[src/otct_pkg.sv]
// Shared types and codes for the owned countdown timer table.
// Used by otct_cell and owned_countdown_timer_table; no dependencies.
package otct_pkg;

  localparam int DEPTH_DEFAULT = 32;
  localparam int USER_DEFAULT  = 15;
  localparam logic [7:0] DEFER_RESET = 8'd60;
  localparam logic signed [15:0] COUNT_FLOOR = -16'sd32768;

  // request codes
  localparam logic [2:0] REQ_START      = 3'd0;
  localparam logic [2:0] REQ_CANCEL_ID  = 3'd1;
  localparam logic [2:0] REQ_CANCEL_OWN = 3'd2;
  localparam logic [2:0] REQ_CHECK      = 3'd3;
  localparam logic [2:0] REQ_TICK       = 3'd4;

  // result codes
  localparam logic [2:0] RES_DONE      = 3'd0;
  localparam logic [2:0] RES_FULL      = 3'd1;
  localparam logic [2:0] RES_FOUND     = 3'd2;
  localparam logic [2:0] RES_NOT_FOUND = 3'd3;
  localparam logic [2:0] RES_FIRED     = 3'd4;

  typedef struct packed {
    logic               valid;
    logic [4:0]         owner;
    logic [15:0]        id;
    logic signed [15:0] count;
    logic [31:0]        val_a;
    logic [31:0]        val_b;
    logic [7:0]         kind_a;
    logic [7:0]         kind_b;
  } entry_t;

  typedef struct packed {
    logic rotate;  // every cell takes its right neighbor
    logic insert;  // cells up to and including the first hole take their left neighbor
  } cell_ctl_t;

endpackage

[src/otct_cell.sv]
// One timer cell of the age-ordered chain.
// Depends on otct_pkg.
module otct_cell
  import otct_pkg::*;
(
  input  logic      clk,
  input  logic      rst,
  input  cell_ctl_t ctl,
  input  entry_t    from_prev,
  input  entry_t    from_next,
  input  logic      hole_before,
  output logic      hole_after,
  output entry_t    entry
);

  // pass the hole mark on to the older neighbor
  assign hole_after = hole_before | ~entry.valid;

  // advance on a walk, shift down on an insert, else hold
  always_ff @(posedge clk) begin
    if (rst) begin
      entry.valid <= 1'b0;
    end else if (ctl.rotate) begin
      entry <= from_next;
    end else if (ctl.insert && !hole_before) begin
      entry <= from_prev;
    end
  end

endmodule

[config.mk]
export PLATFORM = sky130hd
export DESIGN_NAME = otct_cell
export DESIGN_NICKNAME = d
export VERILOG_FILES = /design/src/otct_pkg.sv /design/src/otct_cell.sv
export SDC_FILE = /design/constraint.sdc
export NUM_CORES = 1
export LEC_CHECK = 0
export BUFFER_PORTS_ARGS = -buffer_cell sky130_fd_sc_hd__clkbuf_2
export CAP_MARGIN = 20
export CORE_AREA = 4 4 136 138
export DETAILED_ROUTE_END_ITERATION = 12
export DIE_AREA = 0 0 140 142
export PLACE_DENSITY = 0.67
export SLEW_MARGIN = 25
export SYNTH_ARGS = -nofsm -noshare
export SYNTH_HDL_FRONTEND = slang
export SYNTH_SLANG_ARGS = --single-unit
[constraint.sdc]
create_clock -name clk -period 6.3 [get_ports clk]
set_input_delay 0.315 -clock clk [delete_from_list [all_inputs] [get_ports clk]]
set_output_delay 0.315 -clock clk [all_outputs]
set_load 0.03 [all_outputs]
==> results of run 1 <==
[final timing paths]
| path | endpoint | from | slack (ps) |
|---|---|---|---|
| setup / recovery | entry[93]$_DFFE_PP_ | ctl[1] | 4320 |
| hold / removal | entry[117]$_SDFFE_PP0P_ | rst | 120 |
| setup reg to reg | entry[117]$_SDFFE_PP0P_ | entry[117]$_SDFFE_PP0P_ | 5410 |
| hold reg to reg | entry[117]$_SDFFE_PP0P_ | entry[117]$_SDFFE_PP0P_ | 680 |
[placed cells by master (no fill, tap or decap), drive strengths merged]
master	n
nand2b	1
bufinv	1
mux2	117
a2111oi	1
clkinvlp	3
inv	1
clkbuf	378
nor3	1
nor3b	1
edfxtp	117
nor2b	1
nor2	2
dfxtp	1
clkinv	7
buf	4
[through the flow]
stage / area [um2] / hold WS (ps) / utilization (%)
after global routing: 7540 / 107 / 43.9
after CTS: 7540 / 98.6 / 43.9
after floorplan: 4990 / 384 / -
after global placement: 7010 / 545 / 40.8
final: 7540 / 122 / 43.9
after detailed placement: 7010 / 544 / 40.8
[area by class of cell]
class | count | share of cell area (%)
Clock buffer | 20 | 5.79
Clock inverter | 11 | 1.15
Inverter | 1 | 0.0498
Multi-Input combinational cell | 124 | 18.2
Sequential cell | 118 | 46.9
Tap cell | 225 | 3.74
Timing Repair Buffer | 362 | 24.2
[power by group]
| group | total, uW | internal (uW) | switching (uW) | leakage [uW] |
|---|---|---|---|---|
| clock network | 865 | 533 | 333 | 0.000253 |
| registers | 972 | 952 | 20.8 | 0.00112 |
| logic | 392 | 151 | 241 | 0.00198 |
[kinds of logic after synthesis]
group	share of synthesized area (%)
AND/OR/NAND/NOR	0.652
flip-flops	70.8
buffers and inverters	1.88
AO/OA/AOI/OAI	0.301
multiplexers	26.4
[critical path, cell delays in order]
cell	delay, ps
buf_4	540
buf_4	750
mux2_2	420
[routing by layer]
| layer | vias up | GRT usage, % | share of wire (%) |
|---|---|---|---|
| met3 | 21 | 5.71 | 10 |
| met2 | 231 | 25.7 | 52 |
| li1 | 1751 | - | - |
| met4 | 0 | 6.37 | 2.1 |
| met1 | 1670 | 14.9 | 36 |
| met5 | - | 0 | 0 |
==> results.toml, run 1 <==
[sta]
finalSetupTns_ps = 0
period_share_pct = 31.5
postLayoutSetupSlackWorst_ps = 4320
achievable_frequency_mhz = 504
final_max_slew_viol_count = 0
clock-skew-final_ps = 0
period_needed_ps = 1980
grt_setup_unrepaired = "no"
worst_slew_pin_slew_ps = 831
worst_slew_margin_rel_pct = 44.6
setup_viol_count_final = 0
hold_viol_final = 0

[synth]
synth_cell_type_count = 12
syn_inst = 256
netlist_area_um2 = 4990
post_synth_main_area_contributors = "edfxtp_1, mux2_2, buf_4"
yosys_most_used_dff = "edfxtp_1"
synth_fp_nets = 497
yosys_warnings = 0
synth_edf_count = 117
synthArstFlopShare_pct = 0
synth_seq_area_share_pct = 70.8
postSynthAreaPerCell_um2 = 19.5
synth_common_cells = "edfxtp_1, mux2_2, buf_4"
synth_top_area_share_pct = 70.4
synth_seq_cells = 118
synth.largest_area_cell = "edfxtp_1"

[final_layout]
largest_register_ff_count = 118
nNetsFinal = 865
instances_no_fill = 861
area.growth.synth_to_final_pct = 51.0
layout_top_registers = "entry: 118 flops"
antennaDiodeCount = 0
post_route_cells_drive_above_1_share_pct = 79.9
num-fill-cells = 1628
max_flop_register = "entry"
multi_input_comb_area_um2 = 1370
register_area_um2 = 3530

[worst_setup_path]
critical_path_peak_fanout = 64
timing.reg2reg.worst_path_depth = 2
endpoint_kind = "register"
timing.critical_path.from_type = "input pin"
critical_path_class = "input pin to register"
required_worst_endpoint_ps = 6450
worstPathArrival_ps = 2130

[drt]
drtPass1Iterations = 4
dr_total_vias = 3673
drtIter0Drc = 90
route.detailed.drc = 0
postRouteWirelength_um = 14500
postRouteAntennaNets = 0
viasPerCell = 4.27
route.detailed.wl_per_inst_um = 16.9

[clock_network]
cts.repair_timing.setup_buffer_count = 0
cts_resized = 0
cts-root-buf = "clkbuf_16"
cts_sinks = 118
cts.reportedPaths.clkPinSlew_ps = 50
clockBufferDepth = 2
cts_tree = "built"
cts_made_buffers = 17
ctsHoldBuffers = 0
htree_num_levels = 4
worstSkewPairLatency_ps = 400

[global_route]
globalRouteTotalUtil_pct = 14.3
grt_pass1_vias = 4179
grt_antenna_before_repair = 0
grt_first_pass_wirelength_um = 21900
gr-total-overflow = 0
largest_net_degree_at_the_start_of_global_routing = 65

[job]
drv_cap = 0

[floorplanning]
ios = 360
floorplan.die.height_um = 142
dieWidth_um = 140
fp.coreArea_um2 = 17200
initial_cell_density_of_the_core_pct = 29.1
row_count = 48
die_area_um2 = 19900

[placed_design]
post-place-cells = 830
pre_cts_slack_ps = 3860
buffer_ports.inserted = 359
post-dp-hpwl_um = 11400
final_weighted_congestion_in_routability_driven_placement = 0.860

[power]
vdd_ir_drop_max_uv = 164
design_power_total_uw = 2230
power.static_leakage_uw = 0.00335
p_per_area_nw_per_um2 = 296

[run_status]
outcome = "finished clean"

[min_path]
worstHoldPathCells = 2
hold_path_class = "input pin to register"
(Power assumes the default switching activity.)
==> run 2, diff against run 1 <==
- CORE_AREA: 4 4 136 138 -> 4 4 137 139
- DIE_AREA: 0 0 140 142 -> 0 0 141 143
- PLACE_DENSITY: 0.67 -> 0.64
- clock period: 6.3 -> 2 ns (I/O delays scaled with it)
==> run 2 against run 1 <==
Sequential share of layout area decreased by 9.7 points. Die area increased by 1.4%. Sequential power increased to 3.2 times the previous value. Cell area increased by 26%. Cell count increased by 22%.
==> results.toml, run 2 (synthesis gave the netlist of run 1 again) <==
[placed_design]
buffer_ports.inserted = 359
final_weighted_congestion_in_routability_driven_placement = 0.875
post-dp-hpwl_um = 11700
pre_cts_slack_ps = 586
dpl_cell_area_um2 = 7090

[global_route]
grt_first_pass_wirelength_um = 24400
globalRouteTotalUtil_pct = 15.8
grt_antenna_before_repair = 0
grt_pass1_vias = 4943
gr-total-overflow = 0
largest_net_degree_at_the_start_of_global_routing = 61

[floorplanning]
row_count = 49
die_area_um2 = 20200
dieWidth_um = 141
fp.coreArea_um2 = 17700
initial_cell_density_of_the_core_pct = 28.3
ios = 360
floorplan.die.height_um = 143

[drt]
drtPass1Iterations = 4
dr_total_vias = 4459
drtIter0Drc = 163
route.detailed.wl_per_inst_um = 16.0
postRouteWirelength_um = 16800
route.detailed.drc = 0
postRouteAntennaNets = 0
viasPerCell = 4.26

[sta]
postLayoutSetupSlackWorst_ps = 438
worst_slew_margin_rel_pct = 76.7
hold_viol_final = 0
clock-skew-final_ps = 0
achievable_frequency_mhz = 640
setup_viol_count_final = 0
final_max_slew_viol_count = 0
period_share_pct = 78.1
period_needed_ps = 1560
worst_slew_pin_slew_ps = 349
fin_worst_hold_slack_ps = 7.32
grt_setup_unrepaired = "no"

[final_layout]
largest_register_ff_count = 118
post_route_cells_drive_above_1_share_pct = 62.6
nNetsFinal = 1047
area.growth.synth_to_final_pct = 90.5
num-fill-cells = 1460
multi_input_comb_area_um2 = 1380
commonest_non_fill_non_tap_cell_in_the_layout = "clkbuf_2"
max_flop_register = "entry"
antennaDiodeCount = 0
register_area_um2 = 3530
layout_top_registers = "entry: 118 flops"
design_area_um2 = 9510
layout_common_cells = "clkbuf_2, dlygate4sd3_1, mux2_2, edfxtp_1, clkbuf_16"

[worst_setup_path]
timing.critical_path.from_type = "input pin"
worstPathArrival_ps = 1710
critical_path_peak_fanout = 57
critical_path_class = "input pin to register"
regToRegStartpoint = "entry[117]$_SDFFE_PP0P_"
critical-path-max-stage-delay_ps = 560
startpoint = "ctl[1]"
worstPathCellList = "buf_4, buf_12, mux2_2, dlygate4sd3_1"
cpMaxStageDelayCell = "dlygate4sd3_1"
required_worst_endpoint_ps = 2140
endpoint_kind = "register"

[clock_network]
cts.reportedPaths.clkPinSlew_ps = 60
cts_sinks = 118
cts.repair_timing.setup_buffer_count = 0
worstSkewPairLatency_ps = 400
clockBufferDepth = 2
cts-root-buf = "clkbuf_16"
cts_tree = "built"
htree_num_levels = 4
cts_made_buffers = 17

[job]
drv_cap = 0

[power]
p_per_area_nw_per_um2 = 823
power.static_leakage_uw = 0.00417
vdd_ir_drop_max_uv = 531
design_power_total_uw = 7830

[min_path]
worst_hold_startpoint = "from_next[16]"
hold_path_class = "input pin to register"

[run_status]
outcome = "finished clean"
-- run 2: cell count changes in the layout (fill, tap and decap cells not counted), sizes merged --
cell and change:
bufinv +3, clkbuf -2, dlygate4sd3 +181, inv +1, buf +1, clkinv -2
-- run 2: what timing repair did --
item                      4_1_cts  5_1_grt
resized for setup               0        0
hold endpoints to repair       99        9
hold buffers                  170       11
-- run 2: final timing paths --
kind / slack, ps / to / depth (start not counted)
worst max register to register: 540 / entry[117]$_SDFFE_PP0P_ / 3
worst max-delay path: 440 / entry[99]$_DFFE_PP_ / 4
worst min register to register: 1300 / entry[117]$_SDFFE_PP0P_ / 3
worst min-delay path: 7 / entry[16]$_DFFE_PP_ / 2
-- run 2: cell type report --
class                           instances  area share, %
Clock inverter                         13           1.91
Inverter                                1         0.0395
Timing Repair Buffer                  544           38.8
Sequential cell                       118           37.2
Clock buffer                           18           4.51
Multi-Input combinational cell        124           14.5
Tap cell                              229           3.01
-- run 2: layer usage --
metal / share of wire, % / track usage, %
met1: 34 / 15.3
met2: 56 / 30.9
met3: 8.3 / 4.89
met4: 2.1 / 6.53
met5: 0 / 0
-- run 2: power by group --
group	internal, uW	switching, uW
Clock	2070	1080
Sequential	3000	70.9
Combinational	766	840
Total	5830	1990
-- run 2: worst max-delay path, delay by kind of cell --
kind                   cells  cell delay, ps
buffers and inverters      3            1130
muxes                      1             390
-- run 2: metrics by stage --
stage	instances	utilization [%]	setup TNS (ps)
after global placement	835	40.1	0
after floorplan	256	-	-61410
after detailed placement	835	40.1	0
after CTS	1036	53.2	0
final	1047	53.8	0
after global routing	1047	53.8	0
